## src/design/spd_pkg.sv

```systemverilog
// shared types, constants and lookup functions for the sky patch index pipeline
package spd_pkg;

  localparam int DIR_WIDTH     = 16;
  localparam int CORDIC_STAGES = 16;

  // cordic datapath: room for the half-turn negation and the cordic gain
  localparam int XY_W  = DIR_WIDTH + 3;
  localparam int ANG_W = 32;
  localparam int CNT_W = 5;
  localparam int PRD_W = ANG_W + CNT_W;

  // z compares run in the finer of Q.(DIR_WIDTH-1) and Q0.24
  localparam int ZFRAC = (DIR_WIDTH - 1 > 24) ? DIR_WIDTH - 1 : 24;
  localparam int CMP_W = ZFRAC + 2;

  localparam logic [7:0] PATCH_ZENITH = 8'd144;
  localparam logic [7:0] PATCH_GND_HI = 8'd145;
  localparam logic [7:0] PATCH_GND_MD = 8'd146;
  localparam logic [7:0] PATCH_GND_LO = 8'd147;
  localparam logic [2:0] BAND_ZENITH  = 3'd7;

  localparam logic [ANG_W-1:0] ANG_HALF = {1'b1, {(ANG_W-1){1'b0}}};

  typedef logic signed [CMP_W-1:0] cmp_t;
  typedef logic signed [XY_W-1:0]  xy_t;
  typedef logic [ANG_W-1:0]        ang_t;

  typedef struct packed {
    logic signed [DIR_WIDTH-1:0] dir_x;
    logic signed [DIR_WIDTH-1:0] dir_y;
    logic signed [DIR_WIDTH-1:0] dir_z;
  } dir_beat_t;

  typedef struct packed {
    logic [7:0] patch_index;
    logic [2:0] band_index;
  } patch_beat_t;

  // results of the z compares, carried alongside the azimuth
  typedef struct packed {
    logic       sky;
    logic [2:0] band;
    logic [7:0] gnd_patch;
  } tag_t;

  typedef struct packed {
    xy_t  x;
    xy_t  y;
    ang_t ang;
    logic hold;
    tag_t tag;
  } cordic_t;

  function automatic logic [7:0] band_base(input logic [2:0] b);
    logic [7:0] r;
    unique case (b)
      3'd0: r = 8'd0;
      3'd1: r = 8'd30;
      3'd2: r = 8'd60;
      3'd3: r = 8'd84;
      3'd4: r = 8'd108;
      3'd5: r = 8'd126;
      3'd6: r = 8'd138;
      3'd7: r = 8'd144;
    endcase
    return r;
  endfunction

  function automatic logic [CNT_W-1:0] band_count(input logic [2:0] b);
    logic [CNT_W-1:0] r;
    unique case (b)
      3'd0: r = CNT_W'(30);
      3'd1: r = CNT_W'(30);
      3'd2: r = CNT_W'(24);
      3'd3: r = CNT_W'(24);
      3'd4: r = CNT_W'(18);
      3'd5: r = CNT_W'(12);
      3'd6: r = CNT_W'(6);
      3'd7: r = CNT_W'(0);
    endcase
    return r;
  endfunction

  // sin(12(k+1) deg) in Q0.24, aligned to the compare format
  function automatic cmp_t band_thr(input logic [2:0] k);
    logic signed [25:0] q;
    unique case (k)
      3'd0:    q = 26'sd3488179;
      3'd1:    q = 26'sd6823909;
      3'd2:    q = 26'sd9861400;
      3'd3:    q = 26'sd12467901;
      3'd4:    q = 26'sd14529495;
      3'd5:    q = 26'sd15956081;
      3'd6:    q = 26'sd16685309;
      default: q = 26'sd0;
    endcase
    return cmp_t'(q) <<< (ZFRAC - 24);
  endfunction

  function automatic cmp_t gnd_thr_low();
    logic signed [25:0] q;
    q = -26'sd2913364;
    return cmp_t'(q) <<< (ZFRAC - 24);
  endfunction

  function automatic cmp_t gnd_thr_half();
    logic signed [25:0] q;
    q = -26'sd8388608;
    return cmp_t'(q) <<< (ZFRAC - 24);
  endfunction

  // atan(2^-i) in units of 2^-32 turn
  function automatic ang_t atan_step(input logic [4:0] i);
    logic [31:0] r;
    unique case (i)
      5'd0:  r = 32'd536870912;
      5'd1:  r = 32'd316933405;
      5'd2:  r = 32'd167458907;
      5'd3:  r = 32'd85004756;
      5'd4:  r = 32'd42667331;
      5'd5:  r = 32'd21354465;
      5'd6:  r = 32'd10679838;
      5'd7:  r = 32'd5340245;
      5'd8:  r = 32'd2670163;
      5'd9:  r = 32'd1335086;
      5'd10: r = 32'd667544;
      5'd11: r = 32'd333772;
      5'd12: r = 32'd166886;
      5'd13: r = 32'd83443;
      5'd14: r = 32'd41721;
      5'd15: r = 32'd20860;
      5'd16: r = 32'd10430;
      5'd17: r = 32'd5215;
      5'd18: r = 32'd2607;
      5'd19: r = 32'd1303;
      5'd20: r = 32'd651;
      5'd21: r = 32'd325;
      5'd22: r = 32'd162;
      5'd23: r = 32'd81;
      5'd24: r = 32'd40;
      5'd25: r = 32'd20;
      5'd26: r = 32'd10;
      5'd27: r = 32'd5;
      5'd28: r = 32'd2;
      5'd29: r = 32'd1;
      5'd30: r = 32'd0;
      5'd31: r = 32'd0;
    endcase
    return ang_t'(r);
  endfunction

endpackage

```

## src/design/spd_cordic.sv

```systemverilog
// pipelined vectoring cordic, one rotation stage per register
module spd_cordic (
  input  logic             clk,
  input  logic             rst_n,
  input  logic             in_valid,
  output logic             in_stall,
  input  spd_pkg::cordic_t in_data,
  output logic             out_valid,
  input  logic             out_stall,
  output spd_pkg::cordic_t out_data
);
  import spd_pkg::*;

  localparam int N = CORDIC_STAGES;

  logic    [N-1:0] v_r;
  logic    [N-1:0] v_nxt;
  logic    [N:0]   en;
  cordic_t         d_r   [N];
  cordic_t         d_nxt [N];

  // a stage loads when empty or when its item moves on
  assign en[N] = !out_stall;

  for (genvar i = 0; i < N; i++) begin : g_stage
    cordic_t src;
    logic    src_v;
    xy_t     xs;
    xy_t     ys;

    if (i == 0) begin : g_head
      assign src   = in_data;
      assign src_v = in_valid;
    end else begin : g_body
      assign src   = d_r[i-1];
      assign src_v = v_r[i-1];
    end

    assign en[i] = !v_r[i] || en[i+1];
    assign xs    = src.x >>> i;
    assign ys    = src.y >>> i;

    always_comb begin
      d_nxt[i] = src;
      if (!src.hold) begin
        if (src.y < 0) begin
          d_nxt[i].x   = src.x - ys;
          d_nxt[i].y   = src.y + xs;
          d_nxt[i].ang = src.ang - atan_step(5'(i));
        end else begin
          d_nxt[i].x   = src.x + ys;
          d_nxt[i].y   = src.y - xs;
          d_nxt[i].ang = src.ang + atan_step(5'(i));
        end
      end
    end

    assign v_nxt[i] = en[i] ? src_v : v_r[i];

    always_ff @(posedge clk) begin
      if (en[i]) begin
        d_r[i] <= d_nxt[i];
      end
    end
  end

  always_ff @(posedge clk) begin
    if (!rst_n) begin
      v_r <= '0;
    end else begin
      v_r <= v_nxt;
    end
  end

  assign in_stall  = !en[0];
  assign out_valid = v_r[N-1];
  assign out_data  = d_r[N-1];

endmodule

```

## src/design/sky_patch_index_from_direction.sv

```systemverilog
// ray direction to sky patch index, fully pipelined
//
//  port group  dir  handshake          carries
//  in_*        in   in_valid/in_stall  dir_beat_t (dir_x, dir_y, dir_z)
//  out_*       out  out_valid/out_stall patch_beat_t (patch_index, band_index)
//  cfg_*       in   cfg_valid/cfg_ready ground_split bit
//
// one beat per cycle in and out while out_stall is low; beats pass through one
// register per cordic rotation plus prep, multiply and output stages.
// synchronous active-low reset clears all valid bits and sets ground_split to 1.
// each stage holds its beat while the next one is full and stalled; empty stages
// keep filling, so beats are taken behind a stalled result until the pipe is full.
module sky_patch_index_from_direction (
  input  logic                 clk,
  input  logic                 rst_n,
  input  logic                 in_valid,
  output logic                 in_stall,
  input  spd_pkg::dir_beat_t   in_beat,
  output logic                 out_valid,
  input  logic                 out_stall,
  output spd_pkg::patch_beat_t out_beat,
  input  logic                 cfg_valid,
  output logic                 cfg_ready,
  input  logic                 cfg_data
);
  import spd_pkg::*;

  logic        ground_split_r;

  // prep stage
  logic        p_v_r;
  cordic_t     p_r;
  cordic_t     p_nxt;
  logic        p_en;

  // cordic pipeline
  logic        c_in_stall;
  logic        c_v;
  cordic_t     c_d;

  // multiply stage
  logic                 m_v_r;
  logic                 m_en;
  logic [CNT_W-1:0]     m_off_r;
  logic [CNT_W-1:0]     m_off_nxt;
  tag_t                 m_tag_r;
  logic [PRD_W-1:0]     prod;

  // output stage
  logic        o_v_r;
  logic        o_en;
  patch_beat_t o_r;
  patch_beat_t o_nxt;

  assign cfg_ready = 1'b1;

  always_ff @(posedge clk) begin
    if (!rst_n) begin
      ground_split_r <= 1'b1;
    end else if (cfg_valid && cfg_ready) begin
      ground_split_r <= cfg_data;
    end
  end

  // enable chain, output side first
  assign o_en     = !o_v_r || !out_stall;
  assign m_en     = !m_v_r || o_en;
  assign p_en     = !p_v_r || !c_in_stall;
  assign in_stall = !p_en;

  // prep: z compares, half-turn fold, axis special case
  always_comb begin
    xy_t        xw;
    xy_t        yw;
    cmp_t       zc;
    logic [6:0] ge;

    xw = xy_t'(in_beat.dir_x);
    yw = xy_t'(in_beat.dir_y);
    zc = cmp_t'(in_beat.dir_z) <<< (ZFRAC - (DIR_WIDTH - 1));

    for (int k = 0; k < 7; k++) begin
      ge[k] = (zc >= band_thr(3'(k)));
    end

    p_nxt.tag.sky  = (in_beat.dir_z > 0);
    p_nxt.tag.band = 3'($countones(ge));

    priority if (!ground_split_r || zc >= gnd_thr_low()) begin
      p_nxt.tag.gnd_patch = PATCH_GND_HI;
    end else if (zc >= gnd_thr_half()) begin
      p_nxt.tag.gnd_patch = PATCH_GND_MD;
    end else begin
      p_nxt.tag.gnd_patch = PATCH_GND_LO;
    end

    // on the x axis the angle is exact and the cordic passes it through
    p_nxt.hold = (in_beat.dir_y == 0);
    if (xw < 0) begin
      p_nxt.x   = -xw;
      p_nxt.y   = -yw;
      p_nxt.ang = ANG_HALF;
    end else begin
      p_nxt.x   = xw;
      p_nxt.y   = yw;
      p_nxt.ang = '0;
    end
  end

  spd_cordic u_cordic (
    .clk       (clk),
    .rst_n     (rst_n),
    .in_valid  (p_v_r),
    .in_stall  (c_in_stall),
    .in_data   (p_r),
    .out_valid (c_v),
    .out_stall (!m_en),
    .out_data  (c_d)
  );

  // patch offset = (angle * count) >> 32
  assign prod      = PRD_W'(c_d.ang) * PRD_W'(band_count(c_d.tag.band));
  assign m_off_nxt = prod[PRD_W-1:ANG_W];

  always_comb begin
    logic [CNT_W-1:0] cnt;
    logic [CNT_W-1:0] off;
    cnt = band_count(m_tag_r.band);
    off = m_off_r;
    if (cnt != '0 && off > cnt - CNT_W'(1)) begin
      off = cnt - CNT_W'(1);
    end
    if (!m_tag_r.sky) begin
      o_nxt.patch_index = m_tag_r.gnd_patch;
      o_nxt.band_index  = '0;
    end else if (m_tag_r.band == BAND_ZENITH) begin
      o_nxt.patch_index = PATCH_ZENITH;
      o_nxt.band_index  = m_tag_r.band;
    end else begin
      o_nxt.patch_index = band_base(m_tag_r.band) + 8'(off);
      o_nxt.band_index  = m_tag_r.band;
    end
  end

  always_ff @(posedge clk) begin
    if (!rst_n) begin
      p_v_r <= 1'b0;
      m_v_r <= 1'b0;
      o_v_r <= 1'b0;
    end else begin
      if (p_en) begin
        p_v_r <= in_valid;
      end
      if (m_en) begin
        m_v_r <= c_v;
      end
      if (o_en) begin
        o_v_r <= m_v_r;
      end
    end
  end

  always_ff @(posedge clk) begin
    if (p_en) begin
      p_r <= p_nxt;
    end
    if (m_en) begin
      m_off_r <= m_off_nxt;
      m_tag_r <= c_d.tag;
    end
    if (o_en) begin
      o_r <= o_nxt;
    end
  end

  assign out_valid = o_v_r;
  assign out_beat  = o_r;

  a_zenith: assert property (@(posedge clk) disable iff (!rst_n)
    out_valid && out_beat.band_index == BAND_ZENITH |-> out_beat.patch_index == PATCH_ZENITH)
    else $error("zenith band without zenith patch");

  a_ground_band: assert property (@(posedge clk) disable iff (!rst_n)
    out_valid && out_beat.patch_index >= PATCH_GND_HI |-> out_beat.band_index == '0)
    else $error("ground patch with nonzero band");

  a_range: assert property (@(posedge clk) disable iff (!rst_n)
    out_valid |-> out_beat.patch_index <= PATCH_GND_LO)
    else $error("patch index out of range");

  a_in_band: assert property (@(posedge clk) disable iff (!rst_n)
    out_valid && out_beat.patch_index < PATCH_ZENITH |->
      out_beat.patch_index >= band_base(out_beat.band_index) &&
      out_beat.patch_index < band_base(out_beat.band_index)
                             + 8'(band_count(out_beat.band_index)))
    else $error("sky patch outside its band");

  a_prep_hold: assert property (@(posedge clk) disable iff (!rst_n)
    p_v_r && !p_en |=> p_v_r && $stable(p_r))
    else $error("blocked prep beat lost");

endmodule
```

## config.mk

```make
export PLATFORM = sky130hd
export DESIGN_NAME = sky_patch_index_from_direction
export DESIGN_NICKNAME = d
export VERILOG_FILES = /design/src/design/spd_pkg.sv /design/src/design/spd_cordic.sv /design/src/design/sky_patch_index_from_direction.sv
export SDC_FILE = /design/constraint.sdc
export NUM_CORES = 2
export LEC_CHECK = 0
export BUFFER_PORTS_ARGS = -buffer_cell sky130_fd_sc_hd__buf_2
export CORE_ASPECT_RATIO = 1.25
export CORE_MARGIN = 2
export CORE_UTILIZATION = 30
export DETAILED_ROUTE_END_ITERATION = 12
export GPL_ROUTABILITY_DRIVEN = 0
export HOLD_SLACK_MARGIN = 0.06
export MAX_ROUTING_LAYER = met4
export SYNTH_ARGS = -nofsm -noshare
export SYNTH_HDL_FRONTEND = slang
export SYNTH_HIERARCHICAL = 1
export SYNTH_SLANG_ARGS = --single-unit
export TNS_END_PERCENT = 10
```

## constraint.sdc

```tcl
create_clock -name clk -period 14.7 [get_ports clk]
set_clock_uncertainty 0.05 [all_clocks]
set_input_delay 2.94 -clock clk [delete_from_list [all_inputs] [get_ports clk]]
set_output_delay 2.94 -clock clk [all_outputs]
set_load 0.05 [all_outputs]
```

# ---- Word-level counts from Yosys, hierarchy flattened
# Memories as Yosys holds them, arrays and structs flattened. A register that Yosys moved wholly into a read port is not among the register bits.
# Cells that the tools add are included.
dict set report word_totals {
  reg_bits 131
  mem_bits_rw 1328
  mem_bits_ro 120
  input_bits 54
  elab_cells 290
  n_memories 4
}
# memory words width rd rd_ports_with_merged_regs wr line_no
set mem_list {}
lappend mem_list {u_cordic.d_r 16 83 16 0 16 spd_cordic.sv:19} ;# cordic_t d_r [N];
lappend mem_list {{(no name shown)} 8 7 1 1 0 spd_pkg.sv:57} ;# unique case (b)
lappend mem_list {{(no name shown)} 8 4 1 1 0 spd_pkg.sv:72} ;# unique case (b)
lappend mem_list {{(no name shown)} 8 4 1 0 0 spd_pkg.sv:72}
dict set report op_classes {
  add_sub_neg 105
  n_mul 1
  order_cmp 28
  eq_ne 1
  mux 73
  reduce_logical 45
}
# op n
set op_table {}
lappend op_table {{70-bit 2-to-1 mux} 33}
lappend op_table {{19-bit by 1-bit < comparator with 1-bit output (second input constant)} 16}
lappend op_table {{25-bit >= comparator (second input constant)} 5}
lappend op_table {{25-bit by 23-bit >= comparator with 1-bit output (second input constant)} 2}
lappend op_table {{25-bit by 24-bit >= comparator with 1-bit output (second input constant)} 2}
lappend op_table {{19-bit by 10-bit adder with 19-bit output} 2}
lappend op_table {{19-bit by 11-bit adder with 19-bit output} 2}
lappend op_table {{19-bit by 12-bit adder with 19-bit output} 2}
lappend op_table {{19-bit by 13-bit adder with 19-bit output} 2}
lappend op_table {{19-bit by 14-bit adder with 19-bit output} 2}
lappend op_table {{19-bit by 15-bit adder with 19-bit output} 2}
lappend op_table {{19-bit by 16-bit adder with 19-bit output} 2}
lappend op_table {{19-bit by 17-bit adder with 19-bit output} 2}
lappend op_table {{19-bit by 18-bit adder with 19-bit output} 2}
lappend op_table {{19-bit by 4-bit adder with 19-bit output} 2}
lappend op_table {{19-bit by 5-bit adder with 19-bit output} 2}
lappend op_table {{19-bit by 6-bit adder with 19-bit output} 2}
lappend op_table {{19-bit by 7-bit adder with 19-bit output} 2}
lappend op_table {{19-bit by 8-bit adder with 19-bit output} 2}
lappend op_table {{19-bit by 9-bit adder with 19-bit output} 2}
lappend op_table {{16-bit negator with 19-bit output} 2}
lappend op_table {{19-bit by 10-bit subtractor with 19-bit output} 2}
lappend op_table {{19-bit by 11-bit subtractor with 19-bit output} 2}
lappend op_table {{19-bit by 12-bit subtractor with 19-bit output} 2}
lappend op_table {{67 further kinds} 157}

# ---- Longest topological paths before layout
dict set report depth {
  depth_word 21
  mapped_depth 19
}

# ---- By module
# The synthesis kept the hierarchy.
# mod n_inst cells_per_inst area_per_inst_um2
set modules_own_cells {}
lappend modules_own_cells {spd_cordic 1 11319 105601.3}
lappend modules_own_cells {sky_patch_index_from_direction 1 746 7932.6}

# ---- Least setup slack after synthesis
# OpenSTA, ideal clock, no wires.
dict set report synth_timing {
  path_type {in2out}
  start {input out_stall}
  end {output in_stall}
  arrival_ns 10.580
  t_required_ns 11.710
  path_slack_ns 1.130
  cell_stages 13
  n_path_buf 0
  cell_sequence {nand3_1 clkinv_1 nand2_1 nor2_1 and2_1 and3_1 and3_1 inv_1 nor2_1 and2_1 and3_1 nand2_1 inv_1}
}
dict set report synth_via {
  elab_chain_len 21
}
# element line_no
set synth_rtl {}
lappend synth_rtl {{from (decl)} sky_patch_index_from_direction.sv:20} ;# input logic out_stall,
lappend synth_rtl {{1-bit logical NOT} sky_patch_index_from_direction.sv:66} ;# assign o_en = !o_v_r || !out_stall;
lappend synth_rtl {{1-bit logical OR} sky_patch_index_from_direction.sv:66}
lappend synth_rtl {{1-bit logical OR} sky_patch_index_from_direction.sv:67} ;# assign m_en = !m_v_r || o_en;
lappend synth_rtl {{1-bit logical OR} spd_cordic.sv:39} ;# assign en[i] = !v_r[i] || en[i+1];
lappend synth_rtl {{via u_cordic.en[15]} spd_cordic.sv:18} ;# logic [N:0] en;
lappend synth_rtl {{1-bit logical OR (9 in a row)} spd_cordic.sv:39}
lappend synth_rtl {{via u_cordic.en[6]} spd_cordic.sv:18}
lappend synth_rtl {{1-bit logical OR (6 in a row)} spd_cordic.sv:39}
lappend synth_rtl {{1-bit logical OR} sky_patch_index_from_direction.sv:68} ;# assign p_en = !p_v_r || !c_in_stall;
lappend synth_rtl {{1-bit logical NOT} sky_patch_index_from_direction.sv:69} ;# assign in_stall = !p_en;
lappend synth_rtl {{to (decl)} sky_patch_index_from_direction.sv:17} ;# output logic in_stall,
# The timed path passes the listed nets, and every way through them passes these cells.

# ---- Worst setup path after layout
# Ends and elaborated chain as after synthesis.

==> results.json <==
{
  "status": "completed",
  "syn_inst": 11300,
  "fin_tns_setup_ns": 0,
  "grt_pass1_vias": 78700,
  "rr_startpoint": "out_valid$_SDFFE_PN0P_",
  "drt_iter0_markers": 3567,
  "hpwl_um": 179000,
  "worstSetupPathType": "input pin to output pin",
  "dr_total_vias": 79200,
  "cts-resized-gates": 0,
  "hold_path_class": "flip-flop to flip-flop",
  "drc": 0,
  "min_from": "u_cordic/d_r[0][180]$_DFFE_PP_",
  "routedWlPerCell_um": 14.2,
  "cts-root-buf": "clkbuf_16",
  "multi_input_area_mm2": 0.0635,
  "io_buffer_count": 66,
  "cts_hold_repair.buffers": 0,
  "diodes": 0,
  "final_core_util_pct": 33.2,
  "pin_count": 68,
  "hold_viol": 0,
  "wirelength_um": 229000,
  "dpl.cell_count": 15800,
  "finalNetCount": 12600,
  "antenna_left": 0,
  "clk_pin_slew_ns": 0.05,
  "yosysWarnings": 6,
  "antenna_found_initial": 0,
  "worstMarginPinSlew_ns": 1.07,
  "setup_viol": 0,
  "cts_buffers": 163,
  "r2r-end": "u_cordic/d_r[0][23]$_DFFE_PP_",
  "maxCapViolCount": 0,
  "die_height_um": 670,
  "r2r.worst_path.cells": 14,
  "rows": 244,
  "insertion_delay_ns": 0.85,
  "ctsHtreeMaxLevel": 4,
  "syn_avg_cell_area_um2": 9.40,
  "arrival_ns": 8.51,
  "grt_usage_pct": 12.9,
  "worst_setup_path_end_kind": "output pin",
  "min_period_over_period_pct": 78.2,
  "syn2layout_area_growth_pct": 10.0,
  "cts_tree": "done",
  "drv_slew": 0,
  "hold_path_end": "u_cordic/d_r[0][263]$_DFFE_PP_",
  "worstSetupStartpointType": "input pin",
  "fillers": 36100,
  "met3_usage_pct": 1.49,
  "met1_usage_pct": 13.2,
  "grt_overflow": 0,
  "use_met2_pct": 24.5,
  "path_max_fanout": 47,
  "core_area_mm2": 0.354,
  "die_area_mm2": 0.360,
  "grt_max_degree": 128,
  "grt_pass1_wl_um": 381000,
  "cp.required_ns": 11.71,
  "initial_utilization_pct": 30.2,
  "drive_gt1_share_pct": 5.28,
  "r2r_slack_ns": 8.59,
  "top_usage_layer": "met2",
  "slew_headroom_pct": 26.8,
  "cts_buffer_depth": 4,
  "clock-sinks": 1343,
  "cts_setup_buffers": 0,
  "fin_cells": 16100,
  "fp.dieW_um": 537,
  "fmax_mhz": 87.0,
  "synth_area_mm2": 0.107,
  "rsz0062_at_grt": "no",
  "firstDrtPassIters": 6,
  "vias_per_cell": 4.92,
  "fin_crit_ns": 11.50,
  "regArea_mm2": 0.0400,
  "hold_depth": 0
}
-- metrics by stage --
stage	hold WS, ns	area [um2]	setup WS, ns
3_5_place_dp	0.355	112000	3.01
2_1_floorplan	0.350	107000	2.04
5_1_grt	0.342	117000	2.65
4_1_cts	0.318	117000	2.97
3_3_place_gp	0.350	112000	2.98
6_report	0.318	117000	3.20
-- flip-flops by register name, summed over array words and instances (netlist names), named ones only --
| name | count |
|---|---|
| out_valid | 1 |
| m_off_r | 5 |
| p_v_r | 1 |
| u_cordic/v_r | 16 |
| m_v_r | 1 |
| u_cordic/d_r | 1238 |
| out_beat | 11 |
| m_tag_r | 12 |
| p_r | 46 |
| ground_split_r | 1 |
-- layout by cell type, fill, tap and decap left out, types with 83 or more instances in the layout --
cell type  instances
a31oi_1           91
nor3_1           295
clkbuf_16        167
o21bai_1         109
nand2_1         1299
o31ai_1           94
xor2_1           536
a21oi_1          827
ha_1            1118
xnor2_1          574
mux2_2           102
nand3_1          198
o21ai_0         1169
buf_4             83
fa_1             111
edfxtp_1        1312
and3_1            95
inv_1            433
a211oi_1          99
nor2_1           750
and2_1           167
o21a_1           123
nor2b_1          116
nand2b_1         138
a21o_1           311
-- critical path: stages --
cell	delay [ns]
buf_2	0.10
nand3_1	0.62
clkinv_1	0.45
nand2_2	0.08
buf_4	0.29
nor2_1	0.59
and2_1	0.40
and3_1	0.41
and3_1	0.43
clkinv_2	0.39
nor2_1	0.32
and2_1	0.32
and3_1	0.30
nand2_2	0.07
buf_4	0.32
inv_1	0.16
buf_2	0.28
-- layer usage --
layer | vias to the layer above | routed length, um
met2 | 980 | 122000
met4 | 0 | 10200
li1 | 41400 | -
met5 | - | 0
met3 | 536 | 5560
met1 | 36300 | 91300
-- worst max-delay path by stage --
stage	endpoint	cells past startpoint	from	slack, ns
floorplan	in_stall	13	out_stall	2.04
global placement	in_stall	17	out_stall	2.98
detailed placement	in_stall	17	out_stall	3.01
CTS	in_stall	17	out_stall	2.97
global route	in_stall	17	out_stall	2.65
finish	in_stall	17	out_stall	3.20
-- area by class of cell --
type / count / area share (%)
Timing Repair Buffer: 150 / 0.830
Clock buffer: 200 / 3.72
Clock inverter: 83 / 0.753
Tap cell: 4674 / 4.99
Inverter: 449 / 1.45
Sequential cell: 1343 / 34.1
Multi-Input combinational cell: 9205 / 54.2
Power is not shown: default switching activity piles up to over one toggle a cycle in this logic, so the estimate is an artifact.
